## src/rtl/core/tae_isqrt_pipe.sv

```systemverilog
// Floor square root, one result bit resolved per register stage.
module tae_isqrt_pipe #(
  parameter int RW = 32
) (
  input  logic            clk,
  input  logic            rst_n,
  input  logic            en,
  input  logic            in_valid,
  input  logic [2*RW-1:0] in_radicand,
  output logic            out_valid,
  output logic [RW-1:0]   out_root
);

  localparam int NW = 2 * RW;

  logic [NW-1:0] rem_r [0:RW-2];
  logic [RW-1:0] q_r   [0:RW-1];
  logic          v_r   [0:RW-1];

  for (genvar s = 0; s < RW; s++) begin : g_stage
    localparam int B = RW - 1 - s;

    logic [NW-1:0] rem_in;
    logic [RW-1:0] q_in;
    logic          v_in;
    logic [NW-1:0] trial;
    logic [NW-1:0] rem_nxt;
    logic [RW-1:0] q_nxt;

    if (s == 0) begin : g_first
      assign rem_in = in_radicand;
      assign q_in   = '0;
      assign v_in   = in_valid;
    end else begin : g_next
      assign rem_in = rem_r[s-1];
      assign q_in   = q_r[s-1];
      assign v_in   = v_r[s-1];
    end

    // Growth of the square when bit B of the root is set: 2*q*2^B + 2^(2B).
    assign trial = (NW'(q_in) << (B + 1)) | (NW'(1) << (2 * B));

    always_comb begin
      rem_nxt = rem_in;
      q_nxt   = q_in;
      if (rem_in >= trial) begin
        rem_nxt = rem_in - trial;
        q_nxt   = q_in | (RW'(1) << B);
      end
    end

    always_ff @(posedge clk) begin
      if (!rst_n) begin
        v_r[s] <= 1'b0;
      end else if (en) begin
        v_r[s] <= v_in;
      end
    end

    always_ff @(posedge clk) begin
      if (en) begin
        q_r[s] <= q_nxt;
      end
    end

    if (s < RW - 1) begin : g_rem
      always_ff @(posedge clk) begin
        if (en) begin
          rem_r[s] <= rem_nxt;
        end
      end
    end
  end

  assign out_valid = v_r[RW-1];
  assign out_root  = q_r[RW-1];

endmodule

```

## config.mk

```make
export PLATFORM = sky130hd
export DESIGN_NAME = tae_isqrt_pipe
export DESIGN_NICKNAME = d
export VERILOG_FILES = /design/src/rtl/core/tae_isqrt_pipe.sv
export SDC_FILE = /design/constraint.sdc
export NUM_CORES = 2
export LEC_CHECK = 0
export BUFFER_PORTS_ARGS = -buffer_cell sky130_fd_sc_hd__buf_2
export CELL_PAD_IN_SITES_DETAIL_PLACEMENT = 0
export CELL_PAD_IN_SITES_GLOBAL_PLACEMENT = 1
export CORE_MARGIN = 1.5
export CORE_UTILIZATION = 48
export DETAILED_ROUTE_END_ITERATION = 10
export PLACE_DENSITY_LB_ADDON = 0.12
export REMOVE_ABC_BUFFERS = 1
export SYNTH_ARGS = -nofsm -noshare
export SYNTH_HDL_FRONTEND = slang
export SYNTH_SLANG_ARGS = --single-unit
```

## constraint.sdc

```tcl
create_clock -name clk -period 3.6 [get_ports clk]
set_clock_uncertainty 0.1 [all_clocks]
set_input_delay 0.18 -clock clk [delete_from_list [all_inputs] [get_ports clk]]
set_output_delay 0.18 -clock clk [all_outputs]
set_load 0.02 [all_outputs]
```

==> reports/results.tsv <==
stage	metric	value	unit
critical_path	largest_stage_delay_on_the_critical_path	0.56	ns
critical_path	cell_breakdown_of_the_critical_path	or4_4 -> nor4_4 -> buf_4 -> nand4_1 -> nand4b_1 -> or3_1 -> a21o_2 -> or4b_4 -> or2_4 -> or4_4 -> xnor2_1	
logic_synthesis	async_flop_share	0	%
logic_synthesis	synth.area.mux_share	0.747	%
detailed_routing	drt_iter0_markers	6023	
detailed_routing	totalWireLength	306	mm
detailed_routing	ant_nets	0	
logic_synthesis	synth_seq_cells	2544	
critical_path	arrival_time_reported_for_the_critical_path_endpoint	4.50	ns
worst_hold_path	holdCritPathClass	input port to register	
logic_synthesis	synth.avg_cell_area	12.6	sq um
critical_path	critPathLaunchType	register	
clock_tree	cts_max_level	5	
grt	grt_start_max_net_pins	139	
outcome	status	finished, violations left	
grt	grt_use_total	23.3	%
critical_path	critical_path.endpoint_type	register	
sta	finalCriticalPeriod	3.94	ns
detailed_routing	drt_drc_violations_left	0	
grt	first_global_vias	80700	
logic_synthesis	synth_simple_gate_area_share	12.0	%
detailed_routing	routed_via_density	5.51	
floorplanning	pin_count	101	
final_layout	synthToLayoutAreaGrowth	22.8	%
flow_run	cap_violations	0	
floorplanning	start_util	48.3	%
placement	dp.cells	14000	
clock_tree	tritoncts	done	
logic_synthesis	synth_fa_ha_area_share	5.75	%
clock_tree	clk_transition_reported_paths	0.06	ns
worst_hold_path	hold-path-cell-count	4	
logic_synthesis	synthesis.yosys.warnings	0	
final_layout	design.final.nets	11800	
critical_path	worst-r2r-cell-count	11	
sta	tightestPinTransition	1.24	ns
final_layout	final_layout_size_suffix_gt1_share	20.1	%
floorplanning	die_height	506	um
floorplanning	design.core.area	0.252	sq mm
final_layout	final-instance-count-excl-fill	14800	
sta	setup_viol_count_final	53	
floorplanning	die_w	506	um
sta	grt_setup_unrepaired	yes	
sta	final-max-slew-violation-count	0	
sta	slew_hr	14.9	%
grt	initial_antenna_violation_count	6	
clock_tree	numCtsBuffers	297	
outcome	violated_checks	negative setup slack	
placement	gp_congestion	0.882	
clock_tree	ctsLongestPathBuffers	4	
placement	post-place-ws	-0.619	ns
grt	global_route_wire_length_before_repair	468	mm
detailed_routing	detailedRoute.firstPassIterationCount	5	
logic_synthesis	number_of_enable_type_register_cells_in_the_synthesized_netlist	2543	
logic_synthesis	synth-seq-area-share	62.9	%
logic_synthesis	postSynth.topFlopCell	edfxtp_1	
critical_path	timing.critical_path.mode_cell	or4_4	
critical_path	critical-path-slowest-cell	or4_4	
critical_path	cp.required	4.16	ns
clock_tree	clk-insertion-delay-late	0.96	ns
logic_synthesis	synthXorXnorAreaFrac	6.22	%
placement	port_buffers	100	
critical_path	critical_path_class	register to register	
sta	final_min_period_over_clock_period	109	%
critical_path	worst-r2r-setup-slack	-0.34	ns
floorplanning	row_count	184	
critical_path	worst-path-max-fanout	2	
grt	total_congestion_overflow	0	
clock_tree	cts_num_sinks	2544	
logic_synthesis	synth_top_family_by_area	simple AND/OR/NAND/NOR gates	
detailed_routing	avgRoutedWirePerCell	20.7	um
sta	max_frequency	254	MHz
logic_synthesis	post_syn_area	0.122	sq mm
floorplanning	area_of_the_die	0.256	sq mm
logic_synthesis	synthesis.instances	9678	
pwr	p_leak	58.0	nW
placement	hpwl	223	mm
clock_tree	cts_root_buf	clkbuf_16	
worst_hold_path	hold_end	rem_r[0][62]$_DFFE_PP_	
worst_hold_path	worstHoldStart	in_radicand[62]	
pwr	power.ir.vdd_worst	0.523	mV
sta	timing.final.ws_setup	-0.341	ns
critical_path	worstReg2RegEnd	rem_r[1][693]$_DFFE_PP_	
logic_synthesis	synth_cell_type_count	94	
sta	finalHoldViolations	0	
pwr	post-layout-total-power	91.5	mW
detailed_routing	route.vias.total	81500	
logic_synthesis	synth-compound-area-share	9.57	%
pwr	cellPowerDensity	613	mW/mm^2
critical_path	timing.rr.start	rem_r[1][619]$_DFFE_PP_	
state kept, by name, indices dropped and copies added (netlist names):
signal and flops:
rem_r 1984, q_r 528, v_r 32
cell families after synthesis:
| kind of cell | after synthesis |
|---|---|
| xor+xnor | 863 |
| fa+ha+maj | 558 |
| simple gates | 2844 |
| mux | 82 |
| compound gates | 1870 |
| buf+inv | 917 |
| flops | 2544 |
worst max-delay path by stage:
stage / start / depth (start not counted) / end / slack [ns]
final: rem_r[1][619]$_DFFE_PP_ / 11 / rem_r[1][693]$_DFFE_PP_ / -0.34
after global routing: rem_r[1][619]$_DFFE_PP_ / 11 / rem_r[1][693]$_DFFE_PP_ / -0.43
after CTS: rem_r[1][623]$_DFFE_PP_ / 11 / rem_r[1][693]$_DFFE_PP_ / -0.29
after detailed placement: rem_r[1][279]$_DFFE_PP_ / 12 / rem_r[1][381]$_DFFE_PP_ / -0.62
after global placement: rem_r[1][448]$_DFFE_PP_ / 9 / rem_r[1][567]$_DFFE_PP_ / -0.94
after floorplan: rem_r[1][178]$_DFFE_PP_ / 10 / rem_r[1][244]$_DFFE_PP_ / -2.38
cells in the mapped netlist, drive strengths merged, types with 12 or more instances:
| library cell | instances | area share (%) |
|---|---|---|
| edfxtp | 2543 | 63 |
| inv | 717 | 2.2 |
| nand2 | 663 | 2.0 |
| nor2 | 621 | 1.9 |
| a21oi | 589 | 2.4 |
| ha | 558 | 5.7 |
| xnor2 | 484 | 3.5 |
| o21ai | 464 | 1.9 |
| xor2 | 379 | 2.7 |
| nor4 | 355 | 1.8 |
| a21o | 262 | 1.6 |
| nor3 | 251 | 1.0 |
| clkbuf | 168 | 0.52 |
| nand4 | 166 | 0.85 |
| nand2b | 129 | 0.66 |
| nand3 | 129 | 0.53 |
| o21a | 102 | 0.63 |
| or3 | 82 | 0.43 |
| nor2b | 79 | 0.41 |
| and3 | 78 | 0.40 |
| or4 | 77 | 0.48 |
| mux2 | 70 | 0.65 |
| o21bai | 70 | 0.43 |
| o31ai | 63 | 0.39 |
| a211oi | 49 | 0.32 |
| a31oi | 41 | 0.22 |
| nand3b | 33 | 0.20 |
| nor4b | 33 | 0.24 |
| o211ai | 31 | 0.19 |
| buf | 30 | 0.11 |
| a21boi | 28 | 0.17 |
| and2 | 28 | 0.14 |
| or2 | 28 | 0.14 |
| a2111oi | 24 | 0.18 |
| nor3b | 23 | 0.14 |
| nand4b | 21 | 0.15 |
| a211o | 14 | 0.10 |
| and4 | 14 | 0.10 |
| mux2i | 12 | 0.099 |
through the flow:
step           util [%]  area, sq um  hold slack (ns)  TNS, ns
2_1_floorplan         -       121000            0.179  -430.36
3_3_place_gp       53.3       134000            0.273   -69.33
3_5_place_dp       53.3       134000            0.274   -46.84
4_1_cts            58.2       146000           0.0285    -5.05
5_1_grt            59.3       149000            0.160   -18.57
6_report           59.3       149000            0.148    -4.51
what timing repair did:
| item | in CTS | in global routing |
|---|---|---|
| resized for setup | 253 | 439 |
| pin swaps | 81 | 145 |
| cloned | 10 | 12 |
| setup endpoints to repair | 410 | 516 |
| hold buffers | 133 | 0 |
| endpoints found under the hold margin | 363 | 0 |
| setup buffers | 39 | 76 |
layout by cell type, fill, tap and decap left out, types with 35 or more instances in the layout:
| master | instances |
|---|---|
| a21o_1 | 261 |
| a21oi_1 | 546 |
| a21oi_2 | 39 |
| a31oi_1 | 37 |
| and3_1 | 71 |
| buf_12 | 57 |
| buf_2 | 99 |
| buf_4 | 1099 |
| clkbuf_1 | 43 |
| clkbuf_16 | 312 |
| clkinv_1 | 57 |
| clkinv_2 | 54 |
| dlygate4sd3_1 | 133 |
| edfxtp_1 | 2543 |
| ha_1 | 526 |
| inv_1 | 702 |
| mux2_2 | 67 |
| nand2_1 | 634 |
| nand2b_1 | 122 |
| nand3_1 | 120 |
| nand4_1 | 166 |
| nor2_1 | 565 |
| nor2_4 | 36 |
| nor2b_1 | 77 |
| nor3_1 | 228 |
| nor4_1 | 299 |
| nor4_2 | 36 |
| o21a_1 | 101 |
| o21ai_0 | 403 |
| o21ai_2 | 35 |
| o21bai_1 | 68 |
| o31ai_1 | 52 |
| or3_1 | 73 |
| or4_1 | 49 |
| xnor2_1 | 475 |
| xor2_1 | 378 |
worst max-delay path: cells and delay by family (launching register included):
| family | cells | cell delay [ns] |
|---|---|---|
| buffers and inverters | 1 | 0.20 |
| AND/OR/NAND/NOR | 8 | 2.74 |
| XOR/XNOR | 1 | 0.14 |
| AO/OA/AOI/OAI | 1 | 0.10 |
| flip-flops | 1 | 0.41 |
routing by layer:
layer / track usage, % / share of wire, % / up-vias
met3: 3.10 / 4.3 / 398
li1: - / - / 39300
met5: 0 / 0.0026 / -
met2: 39.6 / 49 / 1654
met4: 5.11 / 1.8 / 2
met1: 31.9 / 45 / 40100
power breakdown:
| part | switching (mW) | internal, mW |
|---|---|---|
| clock network | 11.7 | 17.4 |
| registers | 2.85 | 37.5 |
| logic | 11.9 | 10.1 |
final cells by class:
type | count | area [sq um]
Clock buffer | 346 | 7740
Multi-Input combinational cell | 6218 | 44500
Clock inverter | 171 | 1640
Timing Repair Buffer | 1432 | 12000
Fill cell | 20100 | 102000
Inverter | 719 | 2720
Antenna cell | 1 | 2.50
Sequential cell | 2544 | 76400
Tap cell | 3348 | 4190
Power figures use the tool's default switching activity.
